### src/sv/hvq_pkg.sv
// Package for the hysteresis value quantizer: mode and register codes,
// field widths and the fixed scale factors of the hysteresis thresholds.
// No dependencies.
`timescale 1ns / 1ps

package hvq_pkg;

    // Mode codes of the target_kind register.
    localparam logic [1:0] KIND_CONT = 2'd0;
    localparam logic [1:0] KIND_BOOL = 2'd1;
    localparam logic [1:0] KIND_DISC = 2'd2;

    // Register indexes on the configuration port (word addresses).
    localparam logic [1:0] REG_KIND = 2'd0;
    localparam logic [1:0] REG_MIN  = 2'd1;
    localparam logic [1:0] REG_MAX  = 2'd2;

    // Field and internal widths.
    localparam int INT_W  = 11;   // range limits and held integer
    localparam int D_W    = 11;   // positive range span
    localparam int L_W    = 22;   // span scaled to thousandths of a half step
    localparam int ML_W   = 14;   // hysteresis margin
    localparam int ADDR_W = 4;

    // Scale factors of the threshold arithmetic (boolean thresholds in hundredths, the rest in thousandths).
    localparam int BOUND_SCALE = 1000;
    localparam int SPAN_SCALE  = 2000;
    localparam int BOOL_SCALE  = 100;
    localparam int BOOL_ON     = 55;
    localparam int BOOL_OFF    = 45;
    localparam int MARGIN_LOW  = 100;
    localparam int MARGIN_MID  = 500;
    localparam int MARGIN_HIGH = 4;
    localparam int SPAN_SMALL  = 5;
    localparam int SPAN_MID    = 125;

    // Status of the shared divider.
    typedef struct packed {
        logic busy;
        logic done;
    } div_status_t;

endpackage

### src/sv/hvq_mul.sv
// Shared unsigned multiplier with a registered product.
// Depends on nothing but its parameters.
`timescale 1ns / 1ps

module hvq_mul #(
    parameter int AW = 17,
    parameter int BW = 22
) (
    input  logic             clk,
    input  logic             en,
    input  logic [AW-1:0]    a,
    input  logic [BW-1:0]    b,
    output logic [AW+BW-1:0] p
);

    logic [AW+BW-1:0] p_reg;

    // One product per enabled cycle; the result is held otherwise.
    always_ff @(posedge clk)
    begin
        if (en)
        begin
            p_reg <= (AW+BW)'(a) * (AW+BW)'(b);
        end
    end

    assign p = p_reg;

endmodule

### src/sv/hvq_div.sv
// Restoring radix-2 divider, one quotient bit per cycle.
// Depends on hvq_pkg for the span width and the status struct.
`timescale 1ns / 1ps

module hvq_div #(
    parameter int QW = 17
) (
    input  logic                  clk,
    input  logic                  rst_n,
    input  logic                  start,
    input  logic [hvq_pkg::D_W-1:0] num_hi,
    input  logic [QW-1:0]         num_lo,
    input  logic [hvq_pkg::D_W:0] den,
    output logic [QW-1:0]         quot,
    output hvq_pkg::div_status_t  status
);

    import hvq_pkg::*;

    localparam int CW = $clog2(QW + 1);

    logic [D_W:0]   rem_reg;
    logic [D_W:0]   rem_next;
    logic [QW-1:0]  sh_reg;
    logic [QW-1:0]  sh_next;
    logic [CW-1:0]  cnt_reg;
    logic [CW-1:0]  cnt_next;
    logic           done_reg;
    logic           done_next;
    logic [D_W+1:0] trial;
    logic           fits;

    // Shift in the next dividend bit and try the subtraction.
    assign trial = {rem_reg, sh_reg[QW-1]};
    assign fits  = trial >= {1'b0, den};

    always_comb
    begin
        rem_next  = rem_reg;
        sh_next   = sh_reg;
        cnt_next  = cnt_reg;
        done_next = 1'b0;
        if (start)
        begin
            // The upper dividend part is below the divisor, so it seeds the remainder.
            rem_next = {1'b0, num_hi};
            sh_next  = num_lo;
            cnt_next = CW'(QW);
        end
        else if (cnt_reg != '0)
        begin
            rem_next  = fits ? (D_W+1)'(trial - {1'b0, den}) : trial[D_W:0];
            sh_next   = {sh_reg[QW-2:0], fits};
            cnt_next  = cnt_reg - 1'b1;
            done_next = (cnt_reg == CW'(1));
        end
    end

    // Step counter and completion flag.
    always_ff @(posedge clk or negedge rst_n)
    begin
        if (!rst_n)
        begin
            cnt_reg  <= '0;
            done_reg <= 1'b0;
        end
        else
        begin
            cnt_reg  <= cnt_next;
            done_reg <= done_next;
        end
    end

    // Remainder and dividend/quotient shift register.
    always_ff @(posedge clk)
    begin
        rem_reg <= rem_next;
        sh_reg  <= sh_next;
    end

    assign quot        = sh_reg;
    assign status.busy = (cnt_reg != '0);
    assign status.done = done_reg;

endmodule

### src/sv/hysteresis_value_quantizer_unit.sv
// Top level of the hysteresis value quantizer: configuration registers,
// sequencer, shared multiplier and divider. Depends on hvq_pkg, hvq_mul and hvq_div.
`timescale 1ns / 1ps

//  Channel   Direction  Handshake                       Payload
//  sample    in         sample_valid / sample_ready     sample_level
//  result    out        result_valid / result_ready     stable_level, held_integer
//  config    in         APB psel / penable / pready     paddr, pwdata, prdata
//
//  A discrete item whose held value lies strictly inside the range passes through EVAL,
//  STEP, CMP, RNM, DIV and FIN, its time set by the one-bit-per-cycle divider. A held
//  value at or beyond a range end skips the divider and goes from RNM straight to FIN.
//  Continuous, boolean and empty-range items go from EVAL straight to FIN. Reset clears
//  the held state and loads target_kind 0, range_min 0, range_max 1. A stalled result
//  holds FIN.

module hysteresis_value_quantizer_unit #(
    parameter int FRAC_BITS = 16
) (
    input  logic                         clk,
    input  logic                         rst_n,
    // Sample channel
    input  logic                         sample_valid,
    output logic                         sample_ready,
    input  logic signed [FRAC_BITS+1:0]  sample_level,
    // Result channel
    output logic                         result_valid,
    input  logic                         result_ready,
    output logic [FRAC_BITS:0]           stable_level,
    output logic signed [hvq_pkg::INT_W-1:0] held_integer,
    // Configuration port
    input  logic                         psel,
    input  logic                         penable,
    input  logic                         pwrite,
    input  logic [hvq_pkg::ADDR_W-1:0]   paddr,
    input  logic [31:0]                  pwdata,
    output logic [31:0]                  prdata,
    output logic                         pready
);

    import hvq_pkg::*;

    localparam int F  = FRAC_BITS;
    localparam int LW = F + 1;        // level width, 0..1.0
    localparam int PW = LW + L_W;     // multiplier product width
    localparam int VW = F + 13;       // scaled target value width
    localparam int XW = F + 8;        // boolean compare width

    localparam logic [LW-1:0]        ONE_LVL  = LW'(1) << F;
    localparam logic [LW-1:0]        HALF_LVL = LW'(1) << (F - 1);
    localparam logic signed [VW-1:0] HALF_V   = VW'(1) << (F - 1);
    localparam logic [XW-1:0]        ON_THR   = XW'(BOOL_ON) << F;
    localparam logic [XW-1:0]        OFF_THR  = XW'(BOOL_OFF) << F;

    typedef enum logic [2:0] {
        ST_IDLE,
        ST_EVAL,
        ST_STEP,
        ST_CMP,
        ST_RNM,
        ST_DIV,
        ST_FIN
    } state_t;

    // Configuration registers.
    logic [1:0]              kind_reg;
    logic signed [INT_W-1:0] rmin_reg;
    logic signed [INT_W-1:0] rmax_reg;
    logic                    cfg_wr;

    // Sequencer and held state.
    state_t                  state_reg;
    state_t                  state_next;
    logic signed [INT_W-1:0] held_reg;
    logic signed [INT_W-1:0] held_next;
    logic                    flag_reg;
    logic                    flag_next;
    logic                    primed_reg;
    logic                    primed_next;
    logic                    out_valid_reg;
    logic                    out_valid_next;
    logic [LW-1:0]           out_level_reg;
    logic [LW-1:0]           out_level_next;
    logic signed [INT_W-1:0] out_int_reg;
    logic signed [INT_W-1:0] out_int_next;

    // Per-item working registers.
    logic [LW-1:0]           x_reg;
    logic [LW-1:0]           x_next;
    logic [D_W-1:0]          d_reg;
    logic [D_W-1:0]          d_next;
    logic [L_W-1:0]          l_reg;
    logic [L_W-1:0]          l_next;
    logic signed [INT_W-1:0] cand_reg;
    logic signed [INT_W-1:0] cand_next;
    logic [L_W:0]            thr_up_reg;
    logic [L_W:0]            thr_up_next;
    logic signed [L_W+1:0]   thr_dn_reg;
    logic signed [L_W+1:0]   thr_dn_next;
    logic [LW-1:0]           lvl_reg;
    logic [LW-1:0]           lvl_next;
    logic signed [INT_W-1:0] int_reg;
    logic signed [INT_W-1:0] int_next;

    // Datapath signals.
    logic [LW-1:0]           x_clamped;
    logic signed [INT_W:0]   d_cfg;
    logic                    d_pos;
    logic [XW-1:0]           x100;
    logic                    act_prev;
    logic                    act;
    logic                    mul_en;
    logic [L_W-1:0]          mul_b;
    logic [PW-1:0]           mul_p;
    logic signed [VW-1:0]    v;
    logic signed [VW-1:0]    v_up;
    logic signed [VW-1:0]    v_mag;
    logic signed [VW-1:0]    cand_neg;
    logic signed [INT_W-1:0] cand_val;
    logic signed [INT_W:0]   n_held;
    logic signed [24:0]      up_raw;
    logic signed [24:0]      dn_raw;
    logic signed [24:0]      l_ext;
    logic [L_W-1:0]          bl_up;
    logic [L_W-1:0]          bl_dn;
    logic [ML_W-1:0]         ml;
    logic                    go_up;
    logic                    go_dn;
    logic                    n_le0;
    logic                    n_ge_d;
    logic                    div_start;
    logic [LW-1:0]           div_quot;
    div_status_t             div_stat;

    // ------------------------------------------------------------------
    // Configuration port
    // ------------------------------------------------------------------
    assign pready = 1'b1;
    assign cfg_wr = psel && penable && pwrite && pready;

    always_ff @(posedge clk or negedge rst_n)
    begin
        if (!rst_n)
        begin
            kind_reg <= KIND_CONT;
            rmin_reg <= '0;
            rmax_reg <= INT_W'(1);
        end
        else if (cfg_wr)
        begin
            unique case (paddr[3:2])
                REG_KIND: kind_reg <= pwdata[1:0];
                REG_MIN:  rmin_reg <= pwdata[INT_W-1:0];
                REG_MAX:  rmax_reg <= pwdata[INT_W-1:0];
                default:  ;
            endcase
        end
    end

    // Register read-back, limits sign-extended.
    always_comb
    begin
        unique case (paddr[3:2])
            REG_KIND: prdata = {30'd0, kind_reg};
            REG_MIN:  prdata = 32'(rmin_reg);
            REG_MAX:  prdata = 32'(rmax_reg);
            default:  prdata = '0;
        endcase
    end

    // ------------------------------------------------------------------
    // Input clamp and boolean Schmitt trigger
    // ------------------------------------------------------------------
    always_comb
    begin
        if (sample_level[F+1])
        begin
            x_clamped = '0;
        end
        else if (sample_level[F:0] > ONE_LVL)
        begin
            x_clamped = ONE_LVL;
        end
        else
        begin
            x_clamped = sample_level[F:0];
        end
    end

    assign x100     = XW'(x_reg) * XW'(BOOL_SCALE);
    assign act_prev = primed_reg ? flag_reg : (x_reg >= HALF_LVL);
    assign act      = act_prev ? (x100 > OFF_THR) : (x100 >= ON_THR);

    // Range span taken from the live registers; the user must not change them mid-item (not enforced here).
    assign d_cfg = (INT_W+1)'(rmax_reg) - (INT_W+1)'(rmin_reg);
    assign d_pos = !d_cfg[INT_W] && (d_cfg != '0);

    // ------------------------------------------------------------------
    // Shared multiplier: x * span first, then x * scaled span
    // ------------------------------------------------------------------
    assign mul_en = (state_reg == ST_EVAL) || (state_reg == ST_STEP);
    assign mul_b  = (state_reg == ST_EVAL) ? L_W'(d_cfg[D_W-1:0]) : l_reg;

    hvq_mul #(
        .AW (LW),
        .BW (L_W)
    ) u_mul (
        .clk (clk),
        .en  (mul_en),
        .a   (x_reg),
        .b   (mul_b),
        .p   (mul_p)
    );

    // Candidate integer: lo + x * span, rounded half away from zero.
    assign v        = ((VW)'(rmin_reg) <<< F) + $signed({1'b0, mul_p[F+11:0]});
    assign v_up     = (v + HALF_V) >>> F;
    assign v_mag    = (HALF_V - v) >>> F;
    assign cand_neg = -v_mag;
    assign cand_val = v[VW-1] ? cand_neg[INT_W-1:0] : v_up[INT_W-1:0];

    // Half-step boundaries around the held value, in thousandths of a half step.
    assign n_held = (INT_W+1)'(held_reg) - (INT_W+1)'(rmin_reg);
    assign up_raw = 25'((25'(n_held) * 2 + 1) * BOUND_SCALE);
    assign dn_raw = 25'((25'(n_held) * 2 - 1) * BOUND_SCALE);
    assign l_ext  = $signed({3'b000, l_reg});

    always_comb
    begin
        if (up_raw < 0)
        begin
            bl_up = '0;
        end
        else if (up_raw > l_ext)
        begin
            bl_up = l_reg;
        end
        else
        begin
            bl_up = up_raw[L_W-1:0];
        end
        if (dn_raw < 0)
        begin
            bl_dn = '0;
        end
        else if (dn_raw > l_ext)
        begin
            bl_dn = l_reg;
        end
        else
        begin
            bl_dn = dn_raw[L_W-1:0];
        end
    end

    // Margin: a quarter step held between 0.002 and 0.05.
    always_comb
    begin
        if (d_reg < D_W'(SPAN_SMALL))
        begin
            ml = ML_W'(d_reg * MARGIN_LOW);
        end
        else if (d_reg <= D_W'(SPAN_MID))
        begin
            ml = ML_W'(MARGIN_MID);
        end
        else
        begin
            ml = ML_W'(d_reg * MARGIN_HIGH);
        end
    end

    // Crossing tests against x * scaled span.
    assign go_up = mul_p > {thr_up_reg, {F{1'b0}}};
    assign go_dn = !thr_dn_reg[L_W+1] && (mul_p < {thr_dn_reg[L_W:0], {F{1'b0}}});

    // Renormalizing decisions on the held value.
    assign n_le0  = n_held[INT_W] || (n_held == '0);
    assign n_ge_d = n_held >= $signed({2'b00, d_reg});

    // ------------------------------------------------------------------
    // Shared divider: (2 n ONE + d) / (2 d)
    // ------------------------------------------------------------------
    assign div_start = (state_reg == ST_RNM) && !n_le0 && !n_ge_d;

    hvq_div #(
        .QW (LW)
    ) u_div (
        .clk    (clk),
        .rst_n  (rst_n),
        .start  (div_start),
        .num_hi (n_held[D_W-1:0]),
        .num_lo (LW'(d_reg)),
        .den    ({d_reg, 1'b0}),
        .quot   (div_quot),
        .status (div_stat)
    );

    // ------------------------------------------------------------------
    // Sequencer next-state logic
    // ------------------------------------------------------------------
    always_comb
    begin
        state_next     = state_reg;
        held_next      = held_reg;
        flag_next      = flag_reg;
        primed_next    = primed_reg;
        out_valid_next = out_valid_reg;
        out_level_next = out_level_reg;
        out_int_next   = out_int_reg;
        x_next         = x_reg;
        d_next         = d_reg;
        l_next         = l_reg;
        cand_next      = cand_reg;
        thr_up_next    = thr_up_reg;
        thr_dn_next    = thr_dn_reg;
        lvl_next       = lvl_reg;
        int_next       = int_reg;

        // A waiting result leaves on its transfer.
        if (out_valid_reg && result_ready)
        begin
            out_valid_next = 1'b0;
        end

        unique case (state_reg)
            ST_IDLE:
            begin
                if (sample_valid)
                begin
                    x_next     = x_clamped;
                    state_next = ST_EVAL;
                end
            end
            ST_EVAL:
            begin
                case (kind_reg)
                    KIND_BOOL:
                    begin
                        flag_next   = act;
                        primed_next = 1'b1;
                        lvl_next    = act ? ONE_LVL : '0;
                        int_next    = INT_W'(act);
                        state_next  = ST_FIN;
                    end
                    KIND_DISC:
                    begin
                        if (d_pos)
                        begin
                            d_next     = d_cfg[D_W-1:0];
                            l_next     = L_W'(d_cfg[D_W-1:0] * SPAN_SCALE);
                            state_next = ST_STEP;
                        end
                        else
                        begin
                            held_next   = rmin_reg;
                            primed_next = 1'b1;
                            lvl_next    = '0;
                            int_next    = rmin_reg;
                            state_next  = ST_FIN;
                        end
                    end
                    default:
                    begin
                        // Continuous and the unused code pass the sample through.
                        lvl_next   = x_reg;
                        int_next   = '0;
                        state_next = ST_FIN;
                    end
                endcase
            end
            ST_STEP:
            begin
                cand_next   = cand_val;
                thr_up_next = (L_W+1)'(bl_up) + (L_W+1)'(ml);
                thr_dn_next = $signed({2'b00, bl_dn}) - $signed((L_W+2)'(ml));
                state_next  = ST_CMP;
            end
            ST_CMP:
            begin
                if (!primed_reg)
                begin
                    held_next = cand_reg;
                end
                else if ((cand_reg > held_reg) && go_up)
                begin
                    held_next = cand_reg;
                end
                else if ((cand_reg < held_reg) && go_dn)
                begin
                    held_next = cand_reg;
                end
                primed_next = 1'b1;
                state_next  = ST_RNM;
            end
            ST_RNM:
            begin
                int_next = held_reg;
                if (n_le0)
                begin
                    lvl_next   = '0;
                    state_next = ST_FIN;
                end
                else if (n_ge_d)
                begin
                    lvl_next   = ONE_LVL;
                    state_next = ST_FIN;
                end
                else
                begin
                    state_next = ST_DIV;
                end
            end
            ST_DIV:
            begin
                if (div_stat.done)
                begin
                    lvl_next   = div_quot;
                    state_next = ST_FIN;
                end
            end
            ST_FIN:
            begin
                // Hand the result over once the output register is free.
                if (!out_valid_reg || result_ready)
                begin
                    out_valid_next = 1'b1;
                    out_level_next = lvl_reg;
                    out_int_next   = int_reg;
                    state_next     = ST_IDLE;
                end
            end
            default:
            begin
                state_next = ST_IDLE;
            end
        endcase
    end

    // Sequencer state, held state and output register.
    always_ff @(posedge clk or negedge rst_n)
    begin
        if (!rst_n)
        begin
            state_reg     <= ST_IDLE;
            held_reg      <= '0;
            flag_reg      <= 1'b0;
            primed_reg    <= 1'b0;
            out_valid_reg <= 1'b0;
            out_level_reg <= '0;
            out_int_reg   <= '0;
        end
        else
        begin
            state_reg     <= state_next;
            held_reg      <= held_next;
            flag_reg      <= flag_next;
            primed_reg    <= primed_next;
            out_valid_reg <= out_valid_next;
            out_level_reg <= out_level_next;
            out_int_reg   <= out_int_next;
        end
    end

    // Per-item working registers.
    always_ff @(posedge clk)
    begin
        x_reg      <= x_next;
        d_reg      <= d_next;
        l_reg      <= l_next;
        cand_reg   <= cand_next;
        thr_up_reg <= thr_up_next;
        thr_dn_reg <= thr_dn_next;
        lvl_reg    <= lvl_next;
        int_reg    <= int_next;
    end

    assign sample_ready = (state_reg == ST_IDLE);
    assign result_valid = out_valid_reg;
    assign stable_level = out_level_reg;
    assign held_integer = out_int_reg;

    // ------------------------------------------------------------------
    // Assertions
    // ------------------------------------------------------------------
    a_idle_div_quiet: assert property (@(posedge clk) disable iff (!rst_n)
        sample_ready |-> !div_stat.busy)
        else $error("divider busy while the sequencer is idle");

    a_level_range: assert property (@(posedge clk) disable iff (!rst_n)
        result_valid |-> (stable_level <= ONE_LVL))
        else $error("stable level above 1.0");

    a_div_runs: assert property (@(posedge clk) disable iff (!rst_n)
        div_start |=> (div_stat.busy && (state_reg == ST_DIV)))
        else $error("divider start not followed by a division");

    a_one_item: assert property (@(posedge clk) disable iff (!rst_n)
        (sample_valid && sample_ready) |=> !sample_ready)
        else $error("second sample taken while one is in work");

endmodule
### config.mk
export PLATFORM = sky130hd
export DESIGN_NAME = hysteresis_value_quantizer_unit
export DESIGN_NICKNAME = d
export VERILOG_FILES = /design/src/sv/hvq_pkg.sv /design/src/sv/hvq_mul.sv /design/src/sv/hvq_div.sv /design/src/sv/hysteresis_value_quantizer_unit.sv
export SDC_FILE = /design/constraint.sdc
export NUM_CORES = 2
export LEC_CHECK = 0
export BUFFER_PORTS_ARGS = -buffer_cell sky130_fd_sc_hd__buf_2
export CORE_MARGIN = 1
export CORE_UTILIZATION = 50
export DETAILED_ROUTE_END_ITERATION = 12
export PLACE_DENSITY = 0.71
export SLEW_MARGIN = 40
export SYNTH_ARGS = -nofsm -noshare
export SYNTH_HDL_FRONTEND = slang
export SYNTH_HIERARCHICAL = 1
export SYNTH_SLANG_ARGS = --single-unit
### constraint.sdc
create_clock -name clk -period 18.72 [get_ports clk]
set_input_delay 0 -clock clk [delete_from_list [all_inputs] [get_ports clk]]
set_output_delay 0 -clock clk [all_outputs]
set_load 0.01 [all_outputs]
# Word-level counts from Yosys, hierarchy flattened
# Cells that the tools add are included.
[totals] latch_bits=0 register_bits=275 n_memories=0 romBits=0 output_inout_bits=63 ramBits=0
[op_classes] n_mux=50 reduce_logical=39 n_addsub=12 magnitude_cmp=16 shift=0 eq_ne=20 mul=6 bitwise_logic=0 div=0
[op_table] cell="2-to-1 mux 11 bit" count=10
[op_table] cell="2-to-1 mux 22 bit" count=5
[op_table] cell="2-to-1 mux 17 bit" count=6
[op_table] cell="case mux 32 bit (3 select lines)" count=1
[op_table] cell="case mux 11 bit (2 select lines)" count=3
[op_table] cell="case mux 17 bit (3 select lines)" count=1
[op_table] cell="greater-than comparator 25 x 23 -> 1 bit" count=2
[op_table] cell="less-than comparator 25 x 1 -> 1 bit, second input constant" count=2
[op_table] cell="multiplier 14 x 8 -> 22 bit, second input constant" count=2
[op_table] cell="greater-than comparator 39 bit" count=1
[op_table] cell="less-than comparator 39 bit" count=1
[op_table] cell="multiplier 17 x 22 -> 39 bit" count=1
[op_table] cell="case mux 17 bit (2 select lines)" count=1
[op_table] cell="adder 27 x 29 -> 29 bit" count=1
[op_table] cell="adder 27 x 17 -> 27 bit, second input constant" count=1
[op_table] cell="subtractor 17 x 27 -> 27 bit, first input constant" count=1
[op_table] cell="greater-or-equal comparator 24 x 22 -> 1 bit, second input constant" count=1
[op_table] cell="greater-than comparator 24 x 22 -> 1 bit, second input constant" count=1
[op_table] cell="subtractor 11 x 11 -> 12 bit" count=2
[op_table] cell="adder 22 x 14 -> 23 bit" count=1
[op_table] cell="subtractor 22 x 14 -> 23 bit" count=1
[op_table] cell="multiplier 17 x 5 -> 22 bit, second input constant" count=1
[op_table] cell="case mux 3 bit (7 select lines)" count=1
[op_table] cell="multiplier 11 x 7 -> 18 bit, second input constant" count=1
[op_table] cell="other kinds (47)" count=95

# Depth between registers and ports, before layout
[depth] ltp_word=7 depth_mapped=51 ltp_nobuf=48

# Cells and area by module
# The synthesis kept the hierarchy.
[by_module_without_submodules] module="hysteresis_value_quantizer_unit" cells_each=2509 area_each_um2=23720.2 instances=1 seq_area_each_um2=5451.5
[by_module_without_submodules] module="hvq_mul" cells_each=1501 area_each_um2=13480.4 instances=1 seq_area_each_um2=1171.1
[by_module_without_submodules] module="hvq_div" cells_each=204 area_each_um2=2283.4 instances=1 seq_area_each_um2=1011.0

# Worst setup path before layout
# No wires, ideal clock.
[synth_timing] path_type="flip-flop to flip-flop" start="register rmin_reg[0]" end="register thr_up_reg[21] (data pin)" period_less_slack_ps=11331 path_stages_with_launch=45 arrival_time_ps=11074 setup_time_ps=257 path_slack_ps=7389 path_cell_list="dfrtp_1 -> ha_1 -> fa_1 -> nor2b_1 -> o31a_1 -> o21ai_0 -> nand2b_1 -> xor2_1 -> inv_1 -> fa_1 -> inv_1 -> fa_1 -> fa_1 -> fa_1 -> ha_1 -> clkbuf_1 -> or3_1 -> a2111oi_2 -> [... 9 more ...] -> clkbuf_1 -> clkbuf_1 -> clkbuf_1 -> nor2_1 -> a21oi_1 -> nor2_1 -> fa_1 -> a21o_1 -> a21oi_1 -> o21bai_1 -> a21oi_1 -> o21ai_0 -> and4_1 -> a2111oi_0 -> nor3_1 -> nand3_1 -> xnor2_1 -> nor2_1"
[synth_via] elab_chain_len=7 elab_cells_between_ends=8 classes_between="add/sub: 3; mul: 1; order compare: 2; mux: 2"
[synth_lines] element="start, declared" line="hysteresis_value_quantizer_unit.sv:67" rtl="logic signed [INT_W-1:0] rmin_reg;"
[synth_lines] element="start signal, assigned" line="hysteresis_value_quantizer_unit.sv:153" rtl="REG_MIN: rmin_reg <= pwdata[INT_W-1:0];"
[synth_lines] element="subtractor 11 x 11 -> 12 bit (*)" line="hysteresis_value_quantizer_unit.sv:223" rtl="assign n_held = (INT_W+1)'(held_reg) - (INT_W+1)'(rmin_reg);"
[synth_lines] element="via n_held[6]" line="hysteresis_value_quantizer_unit.sv:120" rtl="logic signed [INT_W:0] n_held;"
[synth_lines] element="adder 13 x 2 -> 14 bit (*)" line="hysteresis_value_quantizer_unit.sv:224" rtl="assign up_raw = 25'((25'(n_held) * 2 + 1) * BOUND_SCALE);"
[synth_lines] element="multiplier 14 x 8 -> 22 bit (*)" line="hysteresis_value_quantizer_unit.sv:224"
[synth_lines] element="greater-than comparator 25 x 23 -> 1 bit" line="hysteresis_value_quantizer_unit.sv:234" rtl="else if (up_raw > l_ext)"
[synth_lines] element="2-to-1 mux 22 bit" line="hysteresis_value_quantizer_unit.sv:234"
[synth_lines] element="2-to-1 mux 22 bit (*)" line="hysteresis_value_quantizer_unit.sv:230" rtl="if (up_raw < 0)"
[synth_lines] element="adder 22 x 14 -> 23 bit (*)" line="hysteresis_value_quantizer_unit.sv:375" rtl="thr_up_next = (L_W+1)'(bl_up) + (L_W+1)'(ml);"
[synth_lines] element="end signal, assigned" line="hysteresis_value_quantizer_unit.sv:472" rtl="thr_up_reg <= thr_up_next;"
[synth_lines] element="end, declared" line="hysteresis_value_quantizer_unit.sv:96" rtl="logic [L_W:0] thr_up_reg;"
# Mark *: on every way through the listed nets, which the timed path passes. The rest lies on a longest branch.
# A chain may end at the register's enable or synchronous reset.

# Worst setup path after layout
[layout_timing] start="register rmin_reg[1]" end="register thr_dn_reg[18] (data pin)"
[layout_via] elab_chain_len=7 elab_cells_between_ends=8 classes_between="add/sub: 3; mul: 1; order compare: 2; mux: 2"
[layout_lines] element="subtractor 11 x 11 -> 12 bit (*)" line="hysteresis_value_quantizer_unit.sv:223"
[layout_lines] element="via n_held[7]" line="hysteresis_value_quantizer_unit.sv:120"
[layout_lines] element="subtractor 13 x 2 -> 14 bit (*)" line="hysteresis_value_quantizer_unit.sv:225" rtl="assign dn_raw = 25'((25'(n_held) * 2 - 1) * BOUND_SCALE);"
[layout_lines] element="multiplier 14 x 8 -> 22 bit (*)" line="hysteresis_value_quantizer_unit.sv:225"
[layout_lines] element="greater-than comparator 25 x 23 -> 1 bit" line="hysteresis_value_quantizer_unit.sv:246" rtl="else if (dn_raw > l_ext)"
[layout_lines] element="2-to-1 mux 22 bit" line="hysteresis_value_quantizer_unit.sv:246"
[layout_lines] element="2-to-1 mux 22 bit (*)" line="hysteresis_value_quantizer_unit.sv:242" rtl="if (dn_raw < 0)"
[layout_lines] element="subtractor 22 x 14 -> 23 bit (*)" line="hysteresis_value_quantizer_unit.sv:376" rtl="thr_dn_next = $signed({2'b00, bl_dn}) - $signed((L_W+2)'(ml));"
[layout_lines] element="end signal, assigned" line="hysteresis_value_quantizer_unit.sv:473" rtl="thr_dn_reg <= thr_dn_next;"
[layout_lines] element="end, declared" line="hysteresis_value_quantizer_unit.sv:98" rtl="logic signed [L_W+1:0] thr_dn_reg;"
# Marked as above.

==> key figures <==
Cells and area
  • Max FFs per register: 39
  • Share of cells above drive strength 1: 8.429%
  • Design area: 43,050 um2
  • Fill cells: 6,849
  • Area added between synthesis and finish: 9.031%
  • Footprint of the multi-input gates: 28,280 um2
  • FF+latch area: between 7000 and 8000 um2
  • Final nets: 5,386

Drt
  • Via density per instance: 5.510
  • Initial DRC Count: 1,986
  • Post-route DRC violation count: 0
  • Vias: 29,810
  • Routed len/inst: 18.63 um
  • Routed Antenna Nets: 0
  • Pre-antenna DRT Iters: 7
  • Total wire length: 100.8 mm

Timing
  • Setup TNS: 0 ps
  • Slew @ Worst Pin: 902.7 ps
  • Crit path time final: 12,300 ps
  • Final period utilization: around two thirds
  • Min Hold Slack: -6.505 ps
  • Slew Limit Fails: 0
  • RSZ-0062 raised after global routing: no
  • Max-slew headroom: 39.42%
  • Final Hold Fails: 1
  • Final Worst Setup Slack: 6422 ps
  • Highest attainable clock frequency: 81.31 MHz
  • Final setup vio count: 0
  • Clock skew: 36.75 ps

GRT
  • Initial antenna violation count: 0
  • Maximum number of pins on one net before global-route repair: 70
  • Grt ovf: 0
  • Vias in the first global route: 30,470
  • Global Route Usage Sum: 25.64%
  • First-pass GRT wire length: 163.3 mm

Job
  • MaxCap Viol Count: 0

Worst setup path
  • Required time of the critical path: 19,010 ps
  • FF-to-FF path depth: 48
  • WS Path Type: reg -> reg
  • Critical Path Fanout Max: 36
  • Most used cell, CP: a21oi_1
  • Critical path's largest stage delay: 570 ps
  • Arrival @ worst endpoint: about 13,000 ps
  • Critical path's slowest cell: dfrtp_1
  • Setup crit start kind: register
  • Worst Setup End Kind: register

Clock tree
  • Hold Buf Count CTS: 53
  • CTS resizes: 0
  • CTS tree: built
  • Htree depth: 2
  • CTS clock-pin slew for the worst setup and hold paths: around 60 ps
  • Clock Sinks: 267
  • Root Driver: clkbuf_16
  • Post-CTS setup buffer count: 0
  • CTS buffer count: 34
  • Clk buf depth: 3
  • Clk Latency, worst-skew pair: 570 ps

Place
  • Pre-CTS setup slack: 6513 ps
  • Post-DP HPWL: 80.23 mm
  • Gpl congestion: 0.9631
  • Placed Area: 41,360 um2
  • PortBufs: 99

Logic synthesis
  • Synth top area share: about 23%
  • Seq/Total Area, Yosys: 19.33%
  • Predominant post-synthesis flop cell: edfxtp_1
  • Area leader, netlist: fa_1
  • Yosys warnings: 6
  • Number of synthesized flops with an enable pin: between 150 and 200
  • Asr flop ratio synth: 28.09%
  • Post-synthesis cell area: 39,480 um2
  • Synth top area cells: fa_1, ha_1, edfxtp_1
  • Yosys cell types: ~110
  • Syn Inst Count: 4,214
  • Number of synthesized register bits: around 270
  • Post-Syn Area per Cell: approximately 9.4 um2

Floorplan
  • Die X: 283.0 um
  • Die area: 80,090 um2
  • Starting density of the core: 50.72%
  • Rows: 102
  • CORE AREA: 77,850 um2
  • Ports: 124
  • Chip Height: 283.0 um

Run status
  • Status: finished with violations
  • Violated checks: negative hold slack

Hold path
  • Min-Delay Path Class: in -> async
-- layout by cell type, fill, tap and decap left out, types with 44 or more instances in the layout --
master	count
inv_1	818
ha_1	536
fa_1	448
nand2_1	387
edfxtp_1	191
nor2_1	190
a21oi_1	184
and2_1	174
xnor2_1	136
o21ai_0	115
buf_2	98
dfrtp_1	74
mux2_2	66
buf_4	66
xor2_1	62
dlygate4sd3_1	53
a21o_1	44
nand3_1	44
mux2i_1	44
-- Yosys cell counts (all sizes together), types with 8 or more instances --
master,n
inv,818
ha,536
fa,448
nand2,388
nor2,201
edfxtp,191
a21oi,187
and2,174
xnor2,141
o21ai,137
clkbuf,102
dfrtp,74
mux2,70
xor2,64
nand3,45
a21o,44
mux2i,44
nor3,43
nor2b,40
buf,38
nand2b,29
o21a,27
o21bai,27
nand4,26
o211ai,26
a22o,25
o31ai,23
a211oi,20
and3,18
nor4,18
nor3b,17
a31oi,13
or2,12
or3,12
o2111ai,10
o41ai,10
a21boi,9
or4,8
-- through the flow --
step | hold WS [ps] | util [%] | cells
after floorplan | -295.6 | - | 4220
after global placement | -179.3 | 52.95 | 5285
after detailed placement | -177.3 | 53.13 | 5291
after CTS | 2.014 | 55.23 | 5405
after global routing | 27.65 | 55.28 | 5406
final | -6.505 | 55.30 | 5411
-- cell families after synthesis --
group                      count (synthesis)  share of synthesized area, %
adders and majority gates                986                         39.75
muxes                                    114                         3.112
AOI/OAI and AO/OA                        627                         10.67
and+or+nand+nor                         1053                         13.07
DFF                                      267                         19.33
xor gates and xnor gates                 205                         4.633
buffers and inverters                    960                         9.415
other                                      2                       0.01902
-- worst max-delay path: cells and delay by family, from the launching register on --
kind	cells	cell delay (ps)
muxes	1	230
xor gates and xnor gates	3	1140
and+or+nand+nor	11	2130
DFF	1	570
adders and majority gates	9	3740
buffers and inverters	8	1430
AOI/OAI and AO/OA	16	2730
-- final timing paths --
check	start	endpoint	slack, ps
min in group clk	pwrite	rmin_reg[1]	40
worst min-delay path	rst_n	primed_reg	-7
worst max-delay path	rmin_reg[1]	thr_dn_reg[18]	6420
worst min register to register	int_reg[10]	held_integer[10]	480
worst max register to register	rmin_reg[1]	thr_dn_reg[18]	6420
max in group asynchronous	rst_n	held_integer[9]	18110
-- final cells by class --
type	instances	area share (%)
antenna	5	0.02906
clock buffer	47	2.255
clock inverter	14	0.3226
inverter	820	7.150
multi-input combinational	2993	65.70
sequential	267	17.73
tap	1040	3.023
timing repair buffer	225	3.790
-- metal layers --
metal,vias up,track usage [%],wire [um]
met1,14770,34.22,44150
met4,0,8.655,3432
met3,177,4.002,6118
met2,859,42.38,47130
met5,-,0,0
li1,14010,-,-
Power is left out: the tool's default activity adds up to more than one toggle a clock period on the data nets, which glitch-free logic cannot reach.
